[src/rtl/core/mwo_pkg.sv]
// ----------------------------------------------------------------------------
// mwo_pkg
// Shared types, constants and tables of the wavelet oscillator voice.
// ----------------------------------------------------------------------------
package mwo_pkg;

  localparam int STORE_DEPTH = 4096;
  localparam int STORE_AW    = 12;
  localparam int SIZE_W      = 13;
  localparam int SIZE_MIN    = 128;
  localparam int SINE_AW     = 10;
  localparam int SINE_N      = 1 << SINE_AW;

  typedef enum logic {
    OP_WRITE  = 1'b0,
    OP_SAMPLE = 1'b1
  } op_t;

  typedef enum logic [1:0] {
    CFG_MEM_SIZE     = 2'd0,
    CFG_STEP_PER_HZ  = 2'd1,
    CFG_POINTER_JUMP = 2'd2,
    CFG_START_OFFSET = 2'd3
  } cfg_idx_t;

  typedef struct packed {
    op_t                 op;
    logic [STORE_AW-1:0] address;
    logic [7:0]          data;
    logic [15:0]         sample_index;
    logic [15:0]         macro_mod;
  } cmd_t;

  typedef struct packed {
    logic valid;
    cmd_t cmd;
  } fetch_t;

  typedef logic [14:0] sine_rom_t [SINE_N];

  localparam logic [13:0] TANH_TAB [34] = '{
    14'd0,     14'd1865,  14'd3674,  14'd5375,  14'd6932,  14'd8319,  14'd9527,
    14'd10559, 14'd11424, 14'd12140, 14'd12724, 14'd13197, 14'd13577, 14'd13880,
    14'd14121, 14'd14311, 14'd14460, 14'd14578, 14'd14670, 14'd14743, 14'd14799,
    14'd14843, 14'd14878, 14'd14905, 14'd14926, 14'd14942, 14'd14955, 14'd14965,
    14'd14973, 14'd14979, 14'd14983, 14'd14987, 14'd14990, 14'd15000
  };

  function automatic logic [14:0] quarter_sine(input int unsigned k);
    longint unsigned u;
    longint unsigned u2;
    longint unsigned t;
    longint unsigned r;
    u  = 64'(k) << (30 - SINE_AW);
    u2 = (u * u) >> 30;
    t  = 64'd5026995 - ((u2 * 64'd172272) >> 30);
    t  = 64'd85569306 - ((u2 * t) >> 30);
    t  = 64'd693598668 - ((u2 * t) >> 30);
    t  = 64'd1686629713 - ((u2 * t) >> 30);
    r  = (((u * t) >> 30) + 64'd16384) >> 15;
    if (r > 64'd32767) r = 64'd32767;
    return 15'(r);
  endfunction

  function automatic sine_rom_t sine_rom_build();
    sine_rom_t rom;
    for (int k = 0; k < SINE_N; k++) rom[k] = quarter_sine(k);
    return rom;
  endfunction

endpackage

[src/rtl/core/mwo_front.sv]
// ----------------------------------------------------------------------------
// mwo_front
// Accepts requests, tags them by operation and holds them in a short queue.
// ----------------------------------------------------------------------------
module mwo_front import mwo_pkg::*; (
  input  logic                clk,
  input  logic                rst_n,
  input  logic                in_push,
  output logic                in_full,
  input  logic                in_op,
  input  logic [STORE_AW-1:0] in_address,
  input  logic [7:0]          in_data,
  input  logic [15:0]         in_sample_index,
  input  logic [15:0]         in_macro_mod,
  output fetch_t              fetch,
  input  logic                fetch_pop
);

  cmd_t       q_r [2];
  logic       wr_ptr_r;
  logic       rd_ptr_r;
  logic [1:0] cnt_r;
  logic       push_ok;
  logic       pop_ok;
  cmd_t       cmd_in;

  assign in_full = (cnt_r == 2'd2);
  assign push_ok = in_push && !in_full;
  assign pop_ok  = fetch_pop && (cnt_r != 2'd0);

  always_comb begin
    cmd_in.op           = in_op ? OP_SAMPLE : OP_WRITE;
    cmd_in.address      = in_address;
    cmd_in.data         = in_data;
    cmd_in.sample_index = in_sample_index;
    cmd_in.macro_mod    = in_macro_mod;
  end

  assign fetch.valid = (cnt_r != 2'd0);
  assign fetch.cmd   = q_r[rd_ptr_r];

  always_ff @(posedge clk) begin
    if (push_ok) q_r[wr_ptr_r] <= cmd_in;
  end

  always_ff @(posedge clk) begin
    if (!rst_n) begin
      wr_ptr_r <= 1'b0;
      rd_ptr_r <= 1'b0;
      cnt_r    <= 2'd0;
    end else begin
      if (push_ok) wr_ptr_r <= ~wr_ptr_r;
      if (pop_ok) rd_ptr_r <= ~rd_ptr_r;
      cnt_r <= cnt_r + 2'(push_ok) - 2'(pop_ok);
    end
  end

endmodule

[config.mk]
export PLATFORM = sky130hd
export DESIGN_NAME = mwo_front
export DESIGN_NICKNAME = d
export VERILOG_FILES = /design/src/rtl/core/mwo_pkg.sv /design/src/rtl/core/mwo_front.sv
export SDC_FILE = /design/constraint.sdc
export NUM_CORES = 1
export LEC_CHECK = 0
export BUFFER_PORTS_ARGS = -buffer_cell sky130_fd_sc_hd__clkbuf_2
export CAP_MARGIN = 40
export CORE_UTILIZATION = 52
export DETAILED_ROUTE_END_ITERATION = 7
export GPL_ROUTABILITY_DRIVEN = 0
export GPL_TIMING_DRIVEN = 1
export HOLD_SLACK_MARGIN = 0.02
export PLACE_DENSITY = 0.79
export SYNTH_ARGS = -nofsm -noshare
export SYNTH_HDL_FRONTEND = slang
export SYNTH_SLANG_ARGS = --single-unit
[constraint.sdc]
create_clock -name clk -period 4.7 [get_ports clk]
set_input_delay 0.47 -clock clk [delete_from_list [all_inputs] [get_ports clk]]
set_output_delay 0.47 -clock clk [all_outputs]
set_load 0.1 [all_outputs]
==> out/metrics.cfg, run 1 <==
[synthesis]
synth-seq-cells = 111
ys_async_sr_fraction = 0
syn_inst = 191
yosysMostFrequentCell = edfxtp_1
syn-cell-area_mm2 = 0.00431
synth.area.top_cells = edfxtp_1, mux2_4, buf_12, dfxtp_1, mux2_2
synth_edf_count = 106
yosys.area.top_type = edfxtp_1
synth_common_cells = edfxtp_1, mux2_4, buf_12, dfxtp_1, nor2_1
synth_top_cell_area_share = 0.738
syn_area_per_cell_um2 = 22.6
synthFlopType = edfxtp_1
yosysWarnings = 0
syn_nets = 250
synth.distinct_cells = 18
yosysSeqAreaShare = 0.761

[clocking]
numCtsBuffers = 9
clockBufferDepth = 2
clk_pin_slew_ps = 110
cts_hold_buf = 0
cts.sinks = 111
cts_tree = done
cts_setup_buffers = 0
root_buffer = clkbuf_8
htree_levels = 3
ctsResizeCount = 0
clkLatencyLatePin_ps = 360

[routing]
first_pass_iters = 4
vias = 2063
drc = 0
wl_per_cell_um = 15.1
avgViaCountPerCell = 4.95
postRouteAntennaNets = 0
drt-initial-drc-count = 48
wl_mm = 6.31

[sta]
grt_setup_unrepaired = false
slew_headroom = 0.512
fin_worst_skew_ps = 8.27
min_period_ps = 2500
setup-violations-final = 0
fmax_ghz = 0.400
setup_tns_ps = 0
post-route-period-util = 0.533
drv_slew = 0
worstMarginPinSlew_ps = 731
finalHoldViolations = 0

[setup_path]
r2r-start = cnt_r[0]$_SDFF_PN0_
r2r_end = q_r[0][4]$_DFFE_PP_
cp_max_fo = 31
end_kind = output pin
ff2ff_setup_slack_ps = 2580
cp.arrival_ps = 2030
crit_required_ps = 4230
critPathLaunchType = flip-flop
reg2regPathDepth = 4
crit_type = flip-flop to output pin

[global_route]
grt_max_degree = 54
antenna_found_initial = 0
globalRouteTotalUtil = 0.149
grt-ovfl-total = 0
grt_pass1_vias = 2055
grt_pass1_wl_mm = 9.40

[layout]
num_antenna_cells = 0
layout-drive-gt1-share = 0.594
nets = 369
fill_cells = 548
syn2layout_area_growth_pct = 19.6

[flow_run]
cap_violations = 0

[place]
place_hpwl_mm = 4.23
port_buffers = 111

[die]
dieArea_mm2 = 0.00866
initial_core_util = 0.547
ioPinCount = 112
num_rows = 32
dieHeight_um = 93.1
fp.dieW_um = 93.1
core_area_mm2 = 0.00789

[min_path]
min_from = in_macro_mod[12]
holdCritPathClass = input pin to flip-flop
hold_end = q_r[1][12]$_DFFE_PP_
min_path_cells = 1

[status]
status = complete, no violations

layout make-up:
class	count	area [um^2]	area share
Clock buffer	9	124	0.0240
Sequential cell	111	3290	0.637
Inverter	3	11.3	0.00218
Tap cell	102	128	0.0247
Timing Repair Buffer	114	591	0.114
Clock inverter	7	103	0.0199
Multi-Input combinational cell	71	916	0.178
cell usage in the layout, fill, tap and decap left out, types with 2 or more instances in the layout:
master / count
ha_1: 2
mux2_4: 50
bufinv_16: 2
nor2_1: 3
edfxtp_1: 106
clkbuf_2: 111
nand2_1: 2
dfxtp_1: 4
inv_1: 3
buf_4: 2
clkbuf_8: 9
inv_6: 2
nand2b_1: 2
mux2_2: 3
xnor2_1: 2
flip-flops by register name, summed over array words and instances (netlist names), named ones only:
name and cells:
q_r 106, cnt_r 2, rd_ptr_r 1, wr_ptr_r 1
worst max path at each step:
stage                                      end  cells past startpoint                 from  slack, ps
after floorplan            q_r[0][0]$_DFFE_PP_                      3  cnt_r[0]$_SDFF_PN0_       1430
after global placement                fetch[0]                      2            flip-flop       2410
after detailed placement  q_r[0][47]$_DFFE_PP_                      4              in_push       2520
after CTS                             fetch[1]                      3            flip-flop       2140
after global routing                  fetch[1]                      3            flip-flop       2090
final                                 fetch[1]                      3            flip-flop       2200
through the flow:
step | std cells | util | setup WS [ps] | hold WS [ps] | cell area (um^2)
2_1_floorplan | 191 | - | 1430 | 455 | 4310
3_3_place_gp | 400 | 0.623 | 2410 | 495 | 4910
3_5_place_dp | 401 | 0.625 | 2520 | 497 | 4930
4_1_cts | 417 | 0.654 | 2140 | 274 | 5160
5_1_grt | 417 | 0.654 | 2090 | 276 | 5160
6_report | 417 | 0.654 | 2200 | 293 | 5160
critical path, stage by stage (launching register included):
cell and delay, ps:
dfxtp_4 640, buf_12 310, mux2_2 360, clkbuf_2 370
cells by family after synthesis:
logic type	after synthesis	synth area share
fa+ha+maj	2	0.00580
simple gates	11	0.0125
xor+xnor	3	0.00609
compound gates	1	0.00174
flops	111	0.761
mux	54	0.184
buf+inv	9	0.0284
per-layer routing:
metal / wire length [um] / vias to the layer above / part of all wire / global-route usage
met5: 0 / - / 0 / 0
met4: 86 / 0 / 0.014 / 0.0641
met3: 356 / 8 / 0.056 / 0.0358
met2: 3330 / 75 / 0.53 / 0.267
met1: 2540 / 1000 / 0.40 / 0.169
li1: - / 980 / - / -
Power of run 1 is not shown: default switching activity piles up to over one toggle a cycle in this logic, so the estimate is an artifact.
==> run 2, diff against run 1 <==
--- a/config.mk
+++ b/config.mk
@@ -7,12 +7,12 @@
 export LEC_CHECK = 0
 export BUFFER_PORTS_ARGS = -buffer_cell sky130_fd_sc_hd__clkbuf_2
 export CAP_MARGIN = 40
-export CORE_UTILIZATION = 52
+export CORE_UTILIZATION = 47
 export DETAILED_ROUTE_END_ITERATION = 7
 export GPL_ROUTABILITY_DRIVEN = 0
 export GPL_TIMING_DRIVEN = 1
 export HOLD_SLACK_MARGIN = 0.02
-export PLACE_DENSITY = 0.79
+export PLACE_DENSITY = 0.75
 export SYNTH_ARGS = -nofsm -noshare
 export SYNTH_HDL_FRONTEND = slang
 export SYNTH_SLANG_ARGS = --single-unit
==> constraint.sdc (replaced) <==
create_clock -name clk -period 2.1 [get_ports clk]
set_input_delay 0.21 -clock clk [delete_from_list [all_inputs] [get_ports clk]]
set_output_delay 0.21 -clock clk [all_outputs]
set_load 0.1 [all_outputs]
==> out/metrics.cfg, run 2 (same netlist as run 1, synthesis figures left out) <==
[setup_path]
critPathMaxStageDelay_ps = 540  ; -100 ps
critPathLaunchType = flip-flop
reg2regPathDepth = 8  ; +4
crit_slowest_cell = dfxtp_4
cp_max_fo = 17  ; -45%
cp.arrival_ps = 1810  ; -220 ps
crit_path_end = fetch[28]
ff2ff_setup_slack_ps = 450  ; -2130 ps
end_kind = output pin
crit_required_ps = 1890  ; -2340 ps
r2r-start = cnt_r[0]$_SDFF_PN0_
crit_chain = buf_12 -> mux2_4 -> clkbuf_2
r2r_end = cnt_r[1]$_SDFF_PN0_
crit_type = flip-flop to output pin

[global_route]
grt_busiest_layer = met2
antenna_found_initial = 0  ; unchanged
met3_usage = 0.0336  ; -0.00213
grt_pass1_vias = 2118  ; +3.1%
use_met1 = 0.177  ; +0.00837
grt-ovfl-total = 0  ; unchanged
grt_max_degree = 30  ; -44%
grt_use_met2 = 0.237  ; -0.0298
grt_pass1_wl_mm = 10.2  ; +8.6%
globalRouteTotalUtil = 0.142  ; -0.00652

[routing]
vias = 2085  ; +1.1%
drc = 16  ; +16
postRouteAntennaNets = 0  ; unchanged
drt-initial-drc-count = 81  ; +69%
wl_mm = 6.50  ; +2.9%
avgViaCountPerCell = 4.77  ; -3.6%
first_pass_iters = 6  ; +2
wl_per_cell_um = 14.9  ; -1.8%

[place]
port_buffers = 111  ; unchanged
place_hpwl_mm = 4.36  ; +3.0%
dp.cells = 412  ; +2.7%

[clocking]
cts_setup_buffers = 0  ; unchanged
cts.sinks = 111  ; unchanged
cts_tree = done
clockBufferDepth = 2  ; unchanged
clkLatencyLatePin_ps = 360  ; about the same
numCtsBuffers = 9  ; unchanged
root_buffer = clkbuf_8
clk_pin_slew_ps = 100  ; about the same
htree_levels = 3  ; unchanged

[min_path]
holdCritPathClass = input pin to flip-flop

[sta]
worst_hold_slack_ps = 42.4  ; -251 ps
drv_slew = 0  ; unchanged
setup_tns_ps = 0  ; unchanged
min_period_ps = 2020
grt_setup_unrepaired = false
slew_headroom = 0.618  ; +0.106
finalHoldViolations = 0  ; unchanged
fmax_ghz = 0.495
setup-violations-final = 0  ; unchanged
fin_worst_skew_ps = 15.4  ; +7.11 ps
post-route-period-util = 0.963
worstMarginPinSlew_ps = 576  ; -154 ps

[layout]
syn2layout_area_growth_pct = 22.0
regArea_mm2 = 0.00329  ; unchanged
fill_cells = 679  ; +24%
largest_reg_flops = 106  ; unchanged
reg.largest.list = q_r x106, cnt_r x2
nets = 385  ; +4.3%
final_common_cell = clkbuf_2
final_cell_mix = clkbuf_2, edfxtp_1, mux2_4
num_antenna_cells = 0  ; unchanged
regMostFlops = q_r
layout-drive-gt1-share = 0.574  ; -0.0192
multi_input_area_um2 = 916  ; unchanged
layoutNonFillerInstCount = 437  ; +4.8%

[status]
violations = design-rule violations
status = finished with violations

[die]
fp.dieW_um = 97.8  ; +5.1%
core_area_mm2 = 0.00881  ; +12%
num_rows = 34  ; +6.3%
dieArea_mm2 = 0.00956  ; +10%
ioPinCount = 112  ; unchanged
initial_core_util = 0.490  ; -0.0570
dieHeight_um = 97.8  ; +5.1%

[flow_run]
cap_violations = 0  ; unchanged

[run 2: layer usage]
metal  wire, um  part of all wire
met5          0                 0
met4         87             0.013
met3        387             0.060
met2       3210              0.49
met1       2820              0.43
[run 2: what timing repair did]
| item | 4_1_cts | 5_1_grt |
|---|---|---|
| hold buffers | 11 | 0 |
| endpoints found under the hold margin | 21 | 0 |
| setup endpoints to repair | 0 | 2 |
| gates resized for setup | 0 | 2 |
[run 2: worst min-delay path by stage]
stage / start / to / cells past startpoint
final: in_sample_index[14] / q_r[0][30]$_DFFE_PP_ / 1
after global routing: in_address[3] / q_r[1][43]$_DFFE_PP_ / 1
after CTS: in_sample_index[14] / q_r[0][30]$_DFFE_PP_ / 1
after detailed placement: in_sample_index[3] / q_r[1][19]$_DFFE_PP_ / 1
after global placement: in_macro_mod[13] / q_r[0][13]$_DFFE_PP_ / 1
after floorplan: in_macro_mod[0] / q_r[0][0]$_DFFE_PP_ / 0
[run 2: per-stage QoR]
step	util	setup WS, ps	cell area, um^2
4_1_cts	0.597	29.7	5260
5_1_grt	0.597	0.104	5260
2_1_floorplan	-	291	4320
3_3_place_gp	0.567	443	4990
6_report	0.597	78.3	5260
3_5_place_dp	0.567	431	4990
[run 2: critical path, delay by kind of cell, from the launching register on]
| kind | cells | cell delay (ps) |
|---|---|---|
| mux | 1 | 320 |
| buf+inv | 2 | 600 |
| flops | 1 | 540 |
[run 2: cell type report]
type	count	share of cell area
well taps	108	0.0257
clock inverters	5	0.00690
clock buffers	9	0.0235
inverters	3	0.00214
repair buffers	130	0.143
flip-flops and latches	111	0.625
multi-input cells	71	0.174
Power of run 2 is left out for the same reason.
